File: src/rtl/assert_macros.svh
// assertion macros shared by the command decoder rtl
// no dependencies; simulation builds get checks, synthesis builds get nothing
`ifndef ASSERT_MACROS_SVH
`define ASSERT_MACROS_SVH
`ifndef SYNTHESIS
`define SCD_ASSERT(lbl, clk, rst_n, prop, msg) \
  lbl: assert property (@(posedge clk) disable iff (!rst_n) (prop)) else $error(msg);
`define SCD_NEVER(lbl, clk, rst_n, prop, msg) \
  lbl: assert property (@(posedge clk) disable iff (!rst_n) !(prop)) else $error(msg);
`else
`define SCD_ASSERT(lbl, clk, rst_n, prop, msg)
`define SCD_NEVER(lbl, clk, rst_n, prop, msg)
`endif
`endif

File: src/rtl/scd_pkg.sv
// shared widths, command codes and reply tables for the command decoder
// no dependencies; used by the channel interfaces and the top level
`timescale 1ns / 1ps

package scd_pkg;

  // system constants
  localparam longint unsigned CLOCK_HZ   = 100000000;
  localparam longint unsigned SAMPLE_CAP = 16777216;
  localparam longint unsigned NS_PER_S   = 1000000000;
  localparam longint unsigned NS_PER_MS  = 1000000;

  // field widths
  localparam int RX_W   = 8;
  localparam int TX_W   = 8;
  localparam int RATE_W = 28;
  localparam int CNT_W  = 25;
  localparam int WIN_W  = 40;
  localparam int CFG_W  = 20;

  localparam logic [CFG_W-1:0]  MAX_WIN_RESET = 20'd10000;
  localparam logic [RATE_W-1:0] RATE_MAX      = '1;

  // host command codes
  localparam logic [7:0] CMD_RESET   = 8'h00;
  localparam logic [7:0] CMD_RUN     = 8'h01;
  localparam logic [7:0] CMD_ID      = 8'h02;
  localparam logic [7:0] CMD_META    = 8'h04;
  localparam logic [7:0] CMD_QUERY   = 8'h06;
  localparam logic [7:0] CMD_DIVIDER = 8'h80;
  localparam logic [7:0] CMD_READ16  = 8'h81;
  localparam logic [7:0] CMD_FLAGS   = 8'h82;
  localparam logic [7:0] CMD_READ32  = 8'h84;

  // reply stream lengths
  localparam int ID_LEN   = 4;
  localparam int META_LEN = 40;

  // id reply bytes
  function automatic logic [7:0] id_byte(input logic [1:0] idx);
    logic [7:0] b;
    case (idx)
      2'd0:    b = 8'h31;
      2'd1:    b = 8'h41;
      2'd2:    b = 8'h4C;
      default: b = 8'h53;
    endcase
    return b;
  endfunction

  // metadata reply bytes
  function automatic logic [7:0] meta_byte(input logic [5:0] idx);
    logic [7:0] b;
    case (idx)
      6'd0:    b = 8'h01;
      6'd1:    b = 8'h65;
      6'd2:    b = 8'h64;
      6'd3:    b = 8'h74;
      6'd4:    b = 8'h2D;
      6'd5:    b = 8'h73;
      6'd6:    b = 8'h75;
      6'd7:    b = 8'h6D;
      6'd8:    b = 8'h70;
      6'd9:    b = 8'h00;
      6'd10:   b = 8'h02;
      6'd11:   b = 8'h31;
      6'd12:   b = 8'h2E;
      6'd13:   b = 8'h30;
      6'd14:   b = 8'h00;
      6'd15:   b = 8'h20;
      6'd16:   b = 8'h00;
      6'd17:   b = 8'h00;
      6'd18:   b = 8'h00;
      6'd19:   b = 8'h08;
      6'd20:   b = 8'h21;
      6'd21:   b = 8'h00;
      6'd22:   b = 8'h40;
      6'd23:   b = 8'h00;
      6'd24:   b = 8'h00;
      6'd25:   b = 8'h23;
      6'd26:   b = 8'h00;
      6'd27:   b = 8'h1E;
      6'd28:   b = 8'h84;
      6'd29:   b = 8'h80;
      6'd30:   b = 8'h24;
      6'd31:   b = 8'h00;
      6'd32:   b = 8'h00;
      6'd33:   b = 8'h00;
      6'd34:   b = 8'h02;
      6'd35:   b = 8'h40;
      6'd36:   b = 8'h08;
      6'd37:   b = 8'h41;
      6'd38:   b = 8'h02;
      default: b = 8'h00;
    endcase
    return b;
  endfunction

endpackage

File: src/rtl/scd_channels.sv
// valid/ready channel interfaces for host bytes in and results out
// depends on scd_pkg for the field widths
`timescale 1ns / 1ps

interface sump_in_if;
  import scd_pkg::*;
  logic            valid;
  logic            ready;
  logic [RX_W-1:0] rx_byte;
  modport source (output valid, output rx_byte, input ready);
  modport sink   (input valid, input rx_byte, output ready);
endinterface

interface sump_out_if;
  import scd_pkg::*;
  logic              valid;
  logic              ready;
  logic              out_kind;
  logic [TX_W-1:0]   tx_byte;
  logic [RATE_W-1:0] sample_rate_hz;
  logic [CNT_W-1:0]  sample_count;
  logic [WIN_W-1:0]  acq_span_ns;
  logic              last_of_run;
  modport source (output valid, output out_kind, output tx_byte, output sample_rate_hz,
                  output sample_count, output acq_span_ns, output last_of_run, input ready);
  modport sink   (input valid, input out_kind, input tx_byte, input sample_rate_hz,
                  input sample_count, input acq_span_ns, input last_of_run, output ready);
endinterface

File: src/rtl/sump_command_decoder.sv
// output: a reply byte is registered from S_REPLY after its command is taken, a run request
// from S_RUN_OUT after S_DIV_RATE, S_PREP, S_DIV_PER and S_MUL; a reply stream moves one byte
// per cycle while ready stays high; input: settings and argument bytes one per cycle while idle;
// reply and run commands hold the input until their last output is registered, a run using the
// shared 31-step restoring divider once for the rate and, unless that is zero, once for the period
// reset: synchronous active low; clears all settings and sets the window cap to 10000 ms
`timescale 1ns / 1ps
`include "assert_macros.svh"

module sump_command_decoder (
  input  logic                       clk,
  input  logic                       rst_n,
  sump_in_if.sink                    in_ch,
  sump_out_if.source                 out_ch,
  input  logic                       cfg_we,
  input  logic [scd_pkg::CFG_W-1:0]  cfg_wdata
);
  import scd_pkg::*;

  localparam int DIV_W  = 31;
  localparam int DVSR_W = RATE_W;
  localparam int STEP_W = $clog2(DIV_W);
  localparam int PROD_W = DIV_W + CNT_W;
  localparam int IDX_W  = $clog2(META_LEN);

  typedef enum logic [6:0] {
    S_IDLE     = 7'b0000001,
    S_REPLY    = 7'b0000010,
    S_DIV_RATE = 7'b0000100,
    S_PREP     = 7'b0001000,
    S_DIV_PER  = 7'b0010000,
    S_MUL      = 7'b0100000,
    S_RUN_OUT  = 7'b1000000
  } state_t;

  typedef enum logic [1:0] {
    REP_ID,
    REP_META,
    REP_ZERO
  } reply_t;

  state_t              state_r, state_nxt;
  logic [CFG_W-1:0]    max_win_r, max_win_nxt;
  logic [7:0]          pend_cmd_r, pend_cmd_nxt;
  logic [2:0]          seen_r, seen_nxt;
  logic [31:0]         arg_r, arg_nxt;
  logic [23:0]         divider_r, divider_nxt;
  logic [31:0]         flags_r, flags_nxt;
  logic [32:0]         rcount_r, rcount_nxt;
  logic                rc_given_r, rc_given_nxt;
  reply_t              reply_sel_r, reply_sel_nxt;
  logic [IDX_W-1:0]    idx_r, idx_nxt;
  logic [DIV_W-1:0]    quo_r, quo_nxt;
  logic [DVSR_W-1:0]   rem_r, rem_nxt;
  logic [DVSR_W-1:0]   dvsr_r, dvsr_nxt;
  logic [STEP_W-1:0]   step_r, step_nxt;
  logic [RATE_W-1:0]   rate_r, rate_nxt;
  logic                rate_zero_r, rate_zero_nxt;
  logic [CNT_W-1:0]    scount_r, scount_nxt;
  logic [PROD_W-1:0]   prod_r, prod_nxt;
  logic [WIN_W-1:0]    cap_r, cap_nxt;
  logic                out_valid_r, out_valid_nxt;
  logic                out_kind_r, out_kind_nxt;
  logic [TX_W-1:0]     out_tx_r, out_tx_nxt;
  logic [RATE_W-1:0]   out_rate_r, out_rate_nxt;
  logic [CNT_W-1:0]    out_cnt_r, out_cnt_nxt;
  logic [WIN_W-1:0]    out_win_r, out_win_nxt;
  logic                out_last_r, out_last_nxt;

  logic                in_ready;
  logic                in_acc;
  logic                out_free;
  logic                is_long;
  logic [1:0]          arg_pos;
  logic [31:0]         arg_full;
  logic [32:0]         rc_eff;
  logic [34:0]         rc_times4;
  logic [CNT_W-1:0]    cnt_sat;
  logic [DVSR_W:0]     div_shift;
  logic                div_ge;
  logic [DVSR_W:0]     div_diff;
  logic [DVSR_W-1:0]   rem_step;
  logic [DIV_W-1:0]    quo_step;
  logic [31:0]         rate_wide;
  logic [RATE_W-1:0]   rate_sat;
  logic [IDX_W-1:0]    reply_last;
  logic [TX_W-1:0]     reply_byte;

  // handshake
  assign in_ready = (state_r == S_IDLE);
  assign in_acc   = in_ch.valid && in_ready;
  assign out_free = !out_valid_r || out_ch.ready;

  // command class and argument assembly
  assign is_long  = in_ch.rx_byte inside {[8'h80:8'h9F], [8'hC0:8'hCF]};
  assign arg_pos  = seen_r[1:0] - 2'd1;
  assign arg_full = arg_r | (32'(in_ch.rx_byte) << {arg_pos, 3'b000});

  // sample count, saturated at the cap
  assign rc_eff    = rc_given_r ? rcount_r : 33'd256;
  assign rc_times4 = {rc_eff, 2'b00};
  assign cnt_sat   = (rc_times4 > 35'(SAMPLE_CAP)) ? CNT_W'(SAMPLE_CAP)
                                                   : rc_times4[CNT_W-1:0];

  // shared restoring divider step
  assign div_shift = {rem_r, quo_r[DIV_W-1]};
  assign div_ge    = (div_shift >= {1'b0, dvsr_r});
  assign div_diff  = div_shift - {1'b0, dvsr_r};
  assign rem_step  = div_ge ? div_diff[DVSR_W-1:0] : div_shift[DVSR_W-1:0];
  assign quo_step  = {quo_r[DIV_W-2:0], div_ge};

  // rate from the first quotient, doubled in demux mode and saturated
  assign rate_wide = flags_r[0] ? {quo_r, 1'b0} : {1'b0, quo_r};
  assign rate_sat  = (rate_wide > 32'(RATE_MAX)) ? RATE_MAX : rate_wide[RATE_W-1:0];

  // reply stream source
  assign reply_last = (reply_sel_r == REP_META) ? IDX_W'(META_LEN - 1) : IDX_W'(ID_LEN - 1);
  always_comb begin
    case (reply_sel_r)
      REP_ID:   reply_byte = id_byte(idx_r[1:0]);
      REP_META: reply_byte = meta_byte(idx_r);
      default:  reply_byte = '0;
    endcase
  end

  // sequencer and datapath next state
  always_comb begin
    state_nxt     = state_r;
    max_win_nxt   = max_win_r;
    pend_cmd_nxt  = pend_cmd_r;
    seen_nxt      = seen_r;
    arg_nxt       = arg_r;
    divider_nxt   = divider_r;
    flags_nxt     = flags_r;
    rcount_nxt    = rcount_r;
    rc_given_nxt  = rc_given_r;
    reply_sel_nxt = reply_sel_r;
    idx_nxt       = idx_r;
    quo_nxt       = quo_r;
    rem_nxt       = rem_r;
    dvsr_nxt      = dvsr_r;
    step_nxt      = step_r;
    rate_nxt      = rate_r;
    rate_zero_nxt = rate_zero_r;
    scount_nxt    = scount_r;
    prod_nxt      = prod_r;
    cap_nxt       = cap_r;
    out_valid_nxt = out_valid_r;
    out_kind_nxt  = out_kind_r;
    out_tx_nxt    = out_tx_r;
    out_rate_nxt  = out_rate_r;
    out_cnt_nxt   = out_cnt_r;
    out_win_nxt   = out_win_r;
    out_last_nxt  = out_last_r;

    if (out_valid_r && out_ch.ready) begin
      out_valid_nxt = 1'b0;
    end
    if (cfg_we) begin
      max_win_nxt = cfg_wdata;
    end

    case (state_r)
      S_IDLE: begin
        if (in_acc) begin
          if (seen_r != 3'd0) begin
            // argument byte of a long command
            arg_nxt  = arg_full;
            seen_nxt = seen_r + 3'd1;
            if (seen_r == 3'd4) begin
              seen_nxt = 3'd0;
              case (pend_cmd_r)
                CMD_DIVIDER: divider_nxt = arg_full[23:0];
                CMD_READ16: begin
                  rcount_nxt   = 33'(arg_full[15:0]) + 33'd1;
                  rc_given_nxt = 1'b1;
                end
                CMD_FLAGS:   flags_nxt = arg_full;
                CMD_READ32: begin
                  rcount_nxt   = 33'(arg_full) + 33'd1;
                  rc_given_nxt = 1'b1;
                end
                default: ;
              endcase
            end
          end else if (is_long) begin
            pend_cmd_nxt = in_ch.rx_byte;
            arg_nxt      = '0;
            seen_nxt     = 3'd1;
          end else begin
            case (in_ch.rx_byte)
              CMD_RESET: begin
                divider_nxt  = '0;
                flags_nxt    = '0;
                rcount_nxt   = '0;
                rc_given_nxt = 1'b0;
              end
              CMD_RUN: begin
                quo_nxt    = DIV_W'(CLOCK_HZ);
                dvsr_nxt   = DVSR_W'({1'b0, divider_r} + 25'd1);
                rem_nxt    = '0;
                step_nxt   = STEP_W'(DIV_W - 1);
                scount_nxt = cnt_sat;
                state_nxt  = S_DIV_RATE;
              end
              CMD_ID: begin
                reply_sel_nxt = REP_ID;
                idx_nxt       = '0;
                state_nxt     = S_REPLY;
              end
              CMD_META: begin
                reply_sel_nxt = REP_META;
                idx_nxt       = '0;
                state_nxt     = S_REPLY;
              end
              CMD_QUERY: begin
                reply_sel_nxt = REP_ZERO;
                idx_nxt       = '0;
                state_nxt     = S_REPLY;
              end
              default: ;
            endcase
          end
        end
      end

      // one reply byte per free output slot
      S_REPLY: begin
        if (out_free) begin
          out_valid_nxt = 1'b1;
          out_kind_nxt  = 1'b0;
          out_tx_nxt    = reply_byte;
          out_rate_nxt  = '0;
          out_cnt_nxt   = '0;
          out_win_nxt   = '0;
          out_last_nxt  = (idx_r == reply_last);
          idx_nxt       = idx_r + IDX_W'(1);
          if (idx_r == reply_last) begin
            state_nxt = S_IDLE;
          end
        end
      end

      // clock over divider plus one
      S_DIV_RATE: begin
        quo_nxt  = quo_step;
        rem_nxt  = rem_step;
        step_nxt = step_r - STEP_W'(1);
        if (step_r == '0) begin
          state_nxt = S_PREP;
        end
      end

      // latch the rate and set up the rounded-up period division
      S_PREP: begin
        rate_nxt      = rate_sat;
        rate_zero_nxt = (rate_sat == '0);
        quo_nxt       = DIV_W'(NS_PER_S) + DIV_W'(rate_sat) - DIV_W'(1);
        dvsr_nxt      = rate_sat;
        rem_nxt       = '0;
        step_nxt      = STEP_W'(DIV_W - 1);
        state_nxt     = (rate_sat == '0) ? S_MUL : S_DIV_PER;
      end

      S_DIV_PER: begin
        quo_nxt  = quo_step;
        rem_nxt  = rem_step;
        step_nxt = step_r - STEP_W'(1);
        if (step_r == '0) begin
          state_nxt = S_MUL;
        end
      end

      // window product and cap in ns
      S_MUL: begin
        prod_nxt  = PROD_W'(quo_r) * PROD_W'(scount_r);
        cap_nxt   = WIN_W'(max_win_r) * WIN_W'(NS_PER_MS);
        state_nxt = S_RUN_OUT;
      end

      S_RUN_OUT: begin
        if (out_free) begin
          out_valid_nxt = 1'b1;
          out_kind_nxt  = 1'b1;
          out_tx_nxt    = '0;
          out_rate_nxt  = rate_r;
          out_cnt_nxt   = scount_r;
          out_win_nxt   = (rate_zero_r || (prod_r > PROD_W'(cap_r))) ? cap_r
                                                                     : prod_r[WIN_W-1:0];
          out_last_nxt  = 1'b1;
          state_nxt     = S_IDLE;
        end
      end

      default: state_nxt = S_IDLE;
    endcase
  end

  // control and settings registers
  always_ff @(posedge clk) begin
    if (!rst_n) begin
      state_r     <= S_IDLE;
      max_win_r   <= MAX_WIN_RESET;
      pend_cmd_r  <= '0;
      seen_r      <= '0;
      arg_r       <= '0;
      divider_r   <= '0;
      flags_r     <= '0;
      rcount_r    <= '0;
      rc_given_r  <= 1'b0;
      out_valid_r <= 1'b0;
    end else begin
      state_r     <= state_nxt;
      max_win_r   <= max_win_nxt;
      pend_cmd_r  <= pend_cmd_nxt;
      seen_r      <= seen_nxt;
      arg_r       <= arg_nxt;
      divider_r   <= divider_nxt;
      flags_r     <= flags_nxt;
      rcount_r    <= rcount_nxt;
      rc_given_r  <= rc_given_nxt;
      out_valid_r <= out_valid_nxt;
    end
  end

  // datapath and output payload registers
  always_ff @(posedge clk) begin
    reply_sel_r <= reply_sel_nxt;
    idx_r       <= idx_nxt;
    quo_r       <= quo_nxt;
    rem_r       <= rem_nxt;
    dvsr_r      <= dvsr_nxt;
    step_r      <= step_nxt;
    rate_r      <= rate_nxt;
    rate_zero_r <= rate_zero_nxt;
    scount_r    <= scount_nxt;
    prod_r      <= prod_nxt;
    cap_r       <= cap_nxt;
    out_kind_r  <= out_kind_nxt;
    out_tx_r    <= out_tx_nxt;
    out_rate_r  <= out_rate_nxt;
    out_cnt_r   <= out_cnt_nxt;
    out_win_r   <= out_win_nxt;
    out_last_r  <= out_last_nxt;
  end

  // ports
  assign in_ch.ready           = in_ready;
  assign out_ch.valid          = out_valid_r;
  assign out_ch.out_kind       = out_kind_r;
  assign out_ch.tx_byte        = out_tx_r;
  assign out_ch.sample_rate_hz = out_rate_r;
  assign out_ch.sample_count   = out_cnt_r;
  assign out_ch.acq_span_ns    = out_win_r;
  assign out_ch.last_of_run    = out_last_r;

  // checks
  `SCD_ASSERT(a_run_starts_div, clk, rst_n, (in_acc && seen_r == 3'd0 && in_ch.rx_byte == CMD_RUN) |=> (state_r == S_DIV_RATE), "run command did not start the divider")
  `SCD_ASSERT(a_div_ends, clk, rst_n, (state_r == S_DIV_RATE && step_r == '0) |=> (state_r == S_PREP), "rate division overran its step count")
  `SCD_ASSERT(a_reply_last, clk, rst_n, (state_r == S_REPLY && state_nxt == S_IDLE) |=> (out_valid_r && out_last_r), "reply stream ended without a last transaction")
  `SCD_NEVER(a_run_single, clk, rst_n, out_valid_r && out_kind_r && !out_last_r, "acquisition request not marked last")

endmodule
File: src/flat_wrapper.sv
// flat-port wrapper written by rule: the top's interface ports become plain ports
module sump_command_decoder_flat import scd_pkg::*;
  (clk, rst_n, cfg_we, cfg_wdata, in_ch_valid, in_ch_rx_byte, in_ch_ready, out_ch_valid, out_ch_out_kind, out_ch_tx_byte, out_ch_sample_rate_hz, out_ch_sample_count, out_ch_acq_span_ns, out_ch_last_of_run, out_ch_ready);
  sump_in_if in_ch_i ();
  sump_out_if out_ch_i ();
  input  logic clk;
  input  logic rst_n;
  input  logic cfg_we;
  input  logic [scd_pkg::CFG_W-1:0] cfg_wdata;
  input wire logic [$bits(in_ch_i.valid)-1:0] in_ch_valid;
  input wire logic [$bits(in_ch_i.rx_byte)-1:0] in_ch_rx_byte;
  output wire logic [$bits(in_ch_i.ready)-1:0] in_ch_ready;
  output wire logic [$bits(out_ch_i.valid)-1:0] out_ch_valid;
  output wire logic [$bits(out_ch_i.out_kind)-1:0] out_ch_out_kind;
  output wire logic [$bits(out_ch_i.tx_byte)-1:0] out_ch_tx_byte;
  output wire logic [$bits(out_ch_i.sample_rate_hz)-1:0] out_ch_sample_rate_hz;
  output wire logic [$bits(out_ch_i.sample_count)-1:0] out_ch_sample_count;
  output wire logic [$bits(out_ch_i.acq_span_ns)-1:0] out_ch_acq_span_ns;
  output wire logic [$bits(out_ch_i.last_of_run)-1:0] out_ch_last_of_run;
  input wire logic [$bits(out_ch_i.ready)-1:0] out_ch_ready;
  assign in_ch_i.valid = in_ch_valid;
  assign in_ch_i.rx_byte = in_ch_rx_byte;
  assign in_ch_ready = in_ch_i.ready;
  assign out_ch_valid = out_ch_i.valid;
  assign out_ch_out_kind = out_ch_i.out_kind;
  assign out_ch_tx_byte = out_ch_i.tx_byte;
  assign out_ch_sample_rate_hz = out_ch_i.sample_rate_hz;
  assign out_ch_sample_count = out_ch_i.sample_count;
  assign out_ch_acq_span_ns = out_ch_i.acq_span_ns;
  assign out_ch_last_of_run = out_ch_i.last_of_run;
  assign out_ch_i.ready = out_ch_ready;
  sump_command_decoder u_core (.clk(clk), .rst_n(rst_n), .in_ch(in_ch_i), .out_ch(out_ch_i), .cfg_we(cfg_we), .cfg_wdata(cfg_wdata));
endmodule
File: config.mk
export PLATFORM = sky130hd
export DESIGN_NAME = sump_command_decoder_flat
export DESIGN_NICKNAME = d
export VERILOG_FILES = /design/src/rtl/scd_pkg.sv /design/src/rtl/scd_channels.sv /design/src/rtl/sump_command_decoder.sv /design/src/flat_wrapper.sv
export VERILOG_INCLUDE_DIRS = /design/src /design/src/rtl
export SDC_FILE = /design/constraint.sdc
export NUM_CORES = 2
export LEC_CHECK = 0
export ABC_AREA = 1
export BUFFER_PORTS_ARGS = -buffer_cell sky130_fd_sc_hd__buf_2
export CELL_PAD_IN_SITES_DETAIL_PLACEMENT = 1
export CELL_PAD_IN_SITES_GLOBAL_PLACEMENT = 2
export CORE_AREA = 3 3 395 397
export DETAILED_ROUTE_END_ITERATION = 10
export DIE_AREA = 0 0 398 400
export PLACE_DENSITY_LB_ADDON = 0.1
export SYNTH_ARGS = -nofsm -noshare
export SYNTH_HDL_FRONTEND = slang
export SYNTH_SLANG_ARGS = --single-unit
export TNS_END_PERCENT = 10
File: constraint.sdc
create_clock -name clk -period 10.88 [get_ports clk]
set_clock_uncertainty 0.2 [all_clocks]
set_input_delay 1.632 -clock clk [delete_from_list [all_inputs] [get_ports clk]]
set_output_delay 1.632 -clock clk [all_outputs]
set_load 0.02 [all_outputs]
==> results.cfg <==
[drt]
drt_iter0_markers = 2230
drt-pass1-iter-count = 5
antenna_left = 0
routed_wl_um = 191000
wl_per_cell_um = 21.2
route.detailed.vias_per_inst = 4.92
vias = 44247
drcViolationCount = 0

[sta]
drv_slew = 0
rsz0062_at_grt = false
fmax_ghz = 0.131
setup_violations = 0
timing.final.ws_setup_ps = 3260
worst_slew_pin_slew_ps = 1110
setup_tns_ps = 0
slew_headroom_pct = 26.1
finalHoldViolCount = 0
min_period_over_period_pct = 70.1
hold-worst-slack_ps = 244
layout_min_cycle_time_ps = 7620

[worst_hold_path]
hold-path-cell-count = 2
hold_class = reg2reg
min_from = u_core.pend_cmd_r[5]
min_to = u_core.pend_cmd_r[5]

[die]
start_util_pct = 36.1
dieArea_um2 = 159000
dieWidth_um = 398
core_area_um2 = 152000
io_pins = 138
std_cell_rows = 143
fp.dieH_um = 400

[yosys]
ys_warn_count = 0
ys_seq_area_share_pct = 23.6
ys.flop_type = edfxtp_1
netlist_area_um2 = 54900
async_reset_ff_share_pct = 0
synth-edff-count = 339
synth_cells = 6890
ys_seq_elements = 477
synth_cell_types = 65
synth_area_per_cell_um2 = 7.97

[critical_path]
required_ps = 11050
endpoint_kind = flip-flop
crit_start = u_core.quo_r[16]
rr_startpoint = u_core.quo_r[16]
cp_data_arrival_time_ps = 7790
r2r_setup_slack_ps = 3260
critPathMaxFanout = 23
r2r-end = u_core.prod_r[27]
reg2reg_depth = 21
crit_path_start_kind = flip-flop
critPathKind = reg2reg

[clock_tree]
cts_tree = built
cts_buffers = 68
clk_latency_ps = 680
path_clk_slew_ps = 70
cts.sinks = 477
cts_setup_buffers = 0
cts_buffer_depth = 3
cts_hold_buf = 0
cts_resized = 0
cts-root-buf = clkbuf_16
cts-htree-levels = 3

[cells_and_area]
fin_nets = 8060
design_area_um2 = 60000
syn2layout_area_growth_pct = 9.13
drive_above_1_share_pct = 6.30
final_cells = 8994
antenna_cells = 0
postLayoutCoreUtil_pct = 39.4

[power]
seq_power_share_pct = 28.0
power.share.clock_pct = 31.0
p_leak_nw = 30.4
power_switching_mw = 3.05
powerDensity_nw_per_um2 = 125
p_int_mw = 4.45
ir_worst_vdd_mv = 0.166
netSwitchingFraction_pct = 40.7
combPwrFrac_pct = 41.0
fin_total_pwr_mw = 7.50

[global_route]
grt_pass1_wl_um = 296000
overflow = 0
grt_pass1_vias = 48669
grt_use_total_pct = 24.5
antenna_found_initial = 8
grt_start_max_net_pins = 78

[placed_design]
place_ws_ps = 3210
gp_congestion = 0.923
port_buffers = 133
placed_cells = 8872
placed_cell_area_um2 = 57700
hpwl_um = 150000

[run]
maxCapViolCount = 0

[status]
status = complete, no violations
==> sequential cells by signal (all words and copies together), names as in the netlist, 7 cells and up, named ones only <==
register                      flops
u_core.arg_r                     32
u_core.cap_r                     34
u_core.divider_r                 24
u_core.dvsr_r                    28
u_core.max_win_r                 20
u_core.out_ch.acq_span_ns        38
u_core.out_ch.sample_count       23
u_core.out_ch.sample_rate_hz     28
u_core.out_ch.tx_byte             8
u_core.pend_cmd_r                 8
u_core.prod_r                    54
u_core.quo_r                     31
u_core.rate_r                    28
u_core.rcount_r                  33
u_core.rem_r                     28
u_core.scount_r                  23
u_core.state_r                    7
==> power by group through the flow <==
stage          combinational, mW  sequential (mW)  clock [mW]
2_1_floorplan               2.08             2.12           0
3_3_place_gp                3.09             2.14           0
3_5_place_dp                3.11             2.14           0
4_1_cts                     3.14             2.10        2.41
5_1_grt                     3.53             2.10        2.47
6_report                    3.07             2.10        2.33
==> metal layers <==
layer | GRT usage (%) | vias to the layer above | routed length (um)
met3 | 3.68 | 248 | 8460
met4 | 6.93 | 6 | 5370
met1 | 31.9 | 22230 | 84300
met2 | 42.2 | 743 | 92800
met5 | 0 | - | 41
li1 | - | 21020 | -
==> critical path: stages (launching register included) <==
cell	delay (ps)
edfxtp_1	390
buf_4	380
nand2_1	160
fa_1	570
inv_1	60
fa_1	530
inv_1	60
fa_1	460
fa_1	430
fa_1	600
inv_1	70
fa_1	480
inv_1	60
fa_1	530
inv_1	40
ha_1	400
nand2_1	120
nor2_1	230
nand2_1	210
nor4_1	470
a21oi_1	240
xnor2_1	570
==> cell usage after synthesis, types with 38 or more instances <==
library cell | instances | area [um2]
dfxtp_1 | 138 | 2760
a21oi_1 | 295 | 1480
ha_1 | 430 | 5380
o21ai_0 | 217 | 1090
nor3_1 | 80 | 400
nand2_1 | 1587 | 5960
inv_1 | 1617 | 6070
edfxtp_1 | 339 | 10200
nand4_1 | 65 | 407
fa_1 | 685 | 13700
xnor2_1 | 38 | 333
nand3_1 | 249 | 1250
nor2_1 | 504 | 1890
xor2_1 | 81 | 709
clkbuf_1 | 207 | 777
==> worst max path at each step <==
stage,slack [ps],end
floorplan,510,u_core.state_r[0]
global placement,3180,u_core.prod_r[27]
detailed placement,3210,u_core.prod_r[27]
CTS,3170,u_core.prod_r[27]
global route,2940,u_core.prod_r[30]
finish,3260,u_core.prod_r[27]
==> cell usage in the layout (no fill, tap or decap), types with 38 or more instances in the layout <==
master / n
nand2_1: 1586
a21oi_1: 293
ha_1: 430
nand4_1: 65
inv_1: 1617
xnor2_1: 38
buf_2: 133
xor2_1: 81
dfxtp_1: 138
edfxtp_1: 339
fa_1: 685
nor3_1: 79
o21ai_0: 217
clkbuf_16: 68
nor2_1: 503
nand3_1: 247
buf_4: 74
==> final cells by class <==
class                           count  area, um2
Multi-Input combinational cell   4516      34800
Tap cell                         2030       2540
Inverter                         1642       6170
Fill cell                       18470      92300
Clock buffer                       78       1740
Sequential cell                   477      12900
Clock inverter                     44        533
Timing Repair Buffer              207       1220
==> logic make-up after synthesis <==
| family | Yosys count | share of synthesized area [%] |
|---|---|---|
| AND/OR/NAND/NOR | 2612 | 19.9 |
| buffers and inverters | 1900 | 13.2 |
| adder cells (fa/ha/maj) | 1115 | 34.8 |
| AO/OA/AOI/OAI | 666 | 6.70 |
| flip-flops | 477 | 23.6 |
| XOR/XNOR | 119 | 1.90 |
| other | 1 | 0.00683 |
No activity file was read; power rests on OpenSTA's default activity.
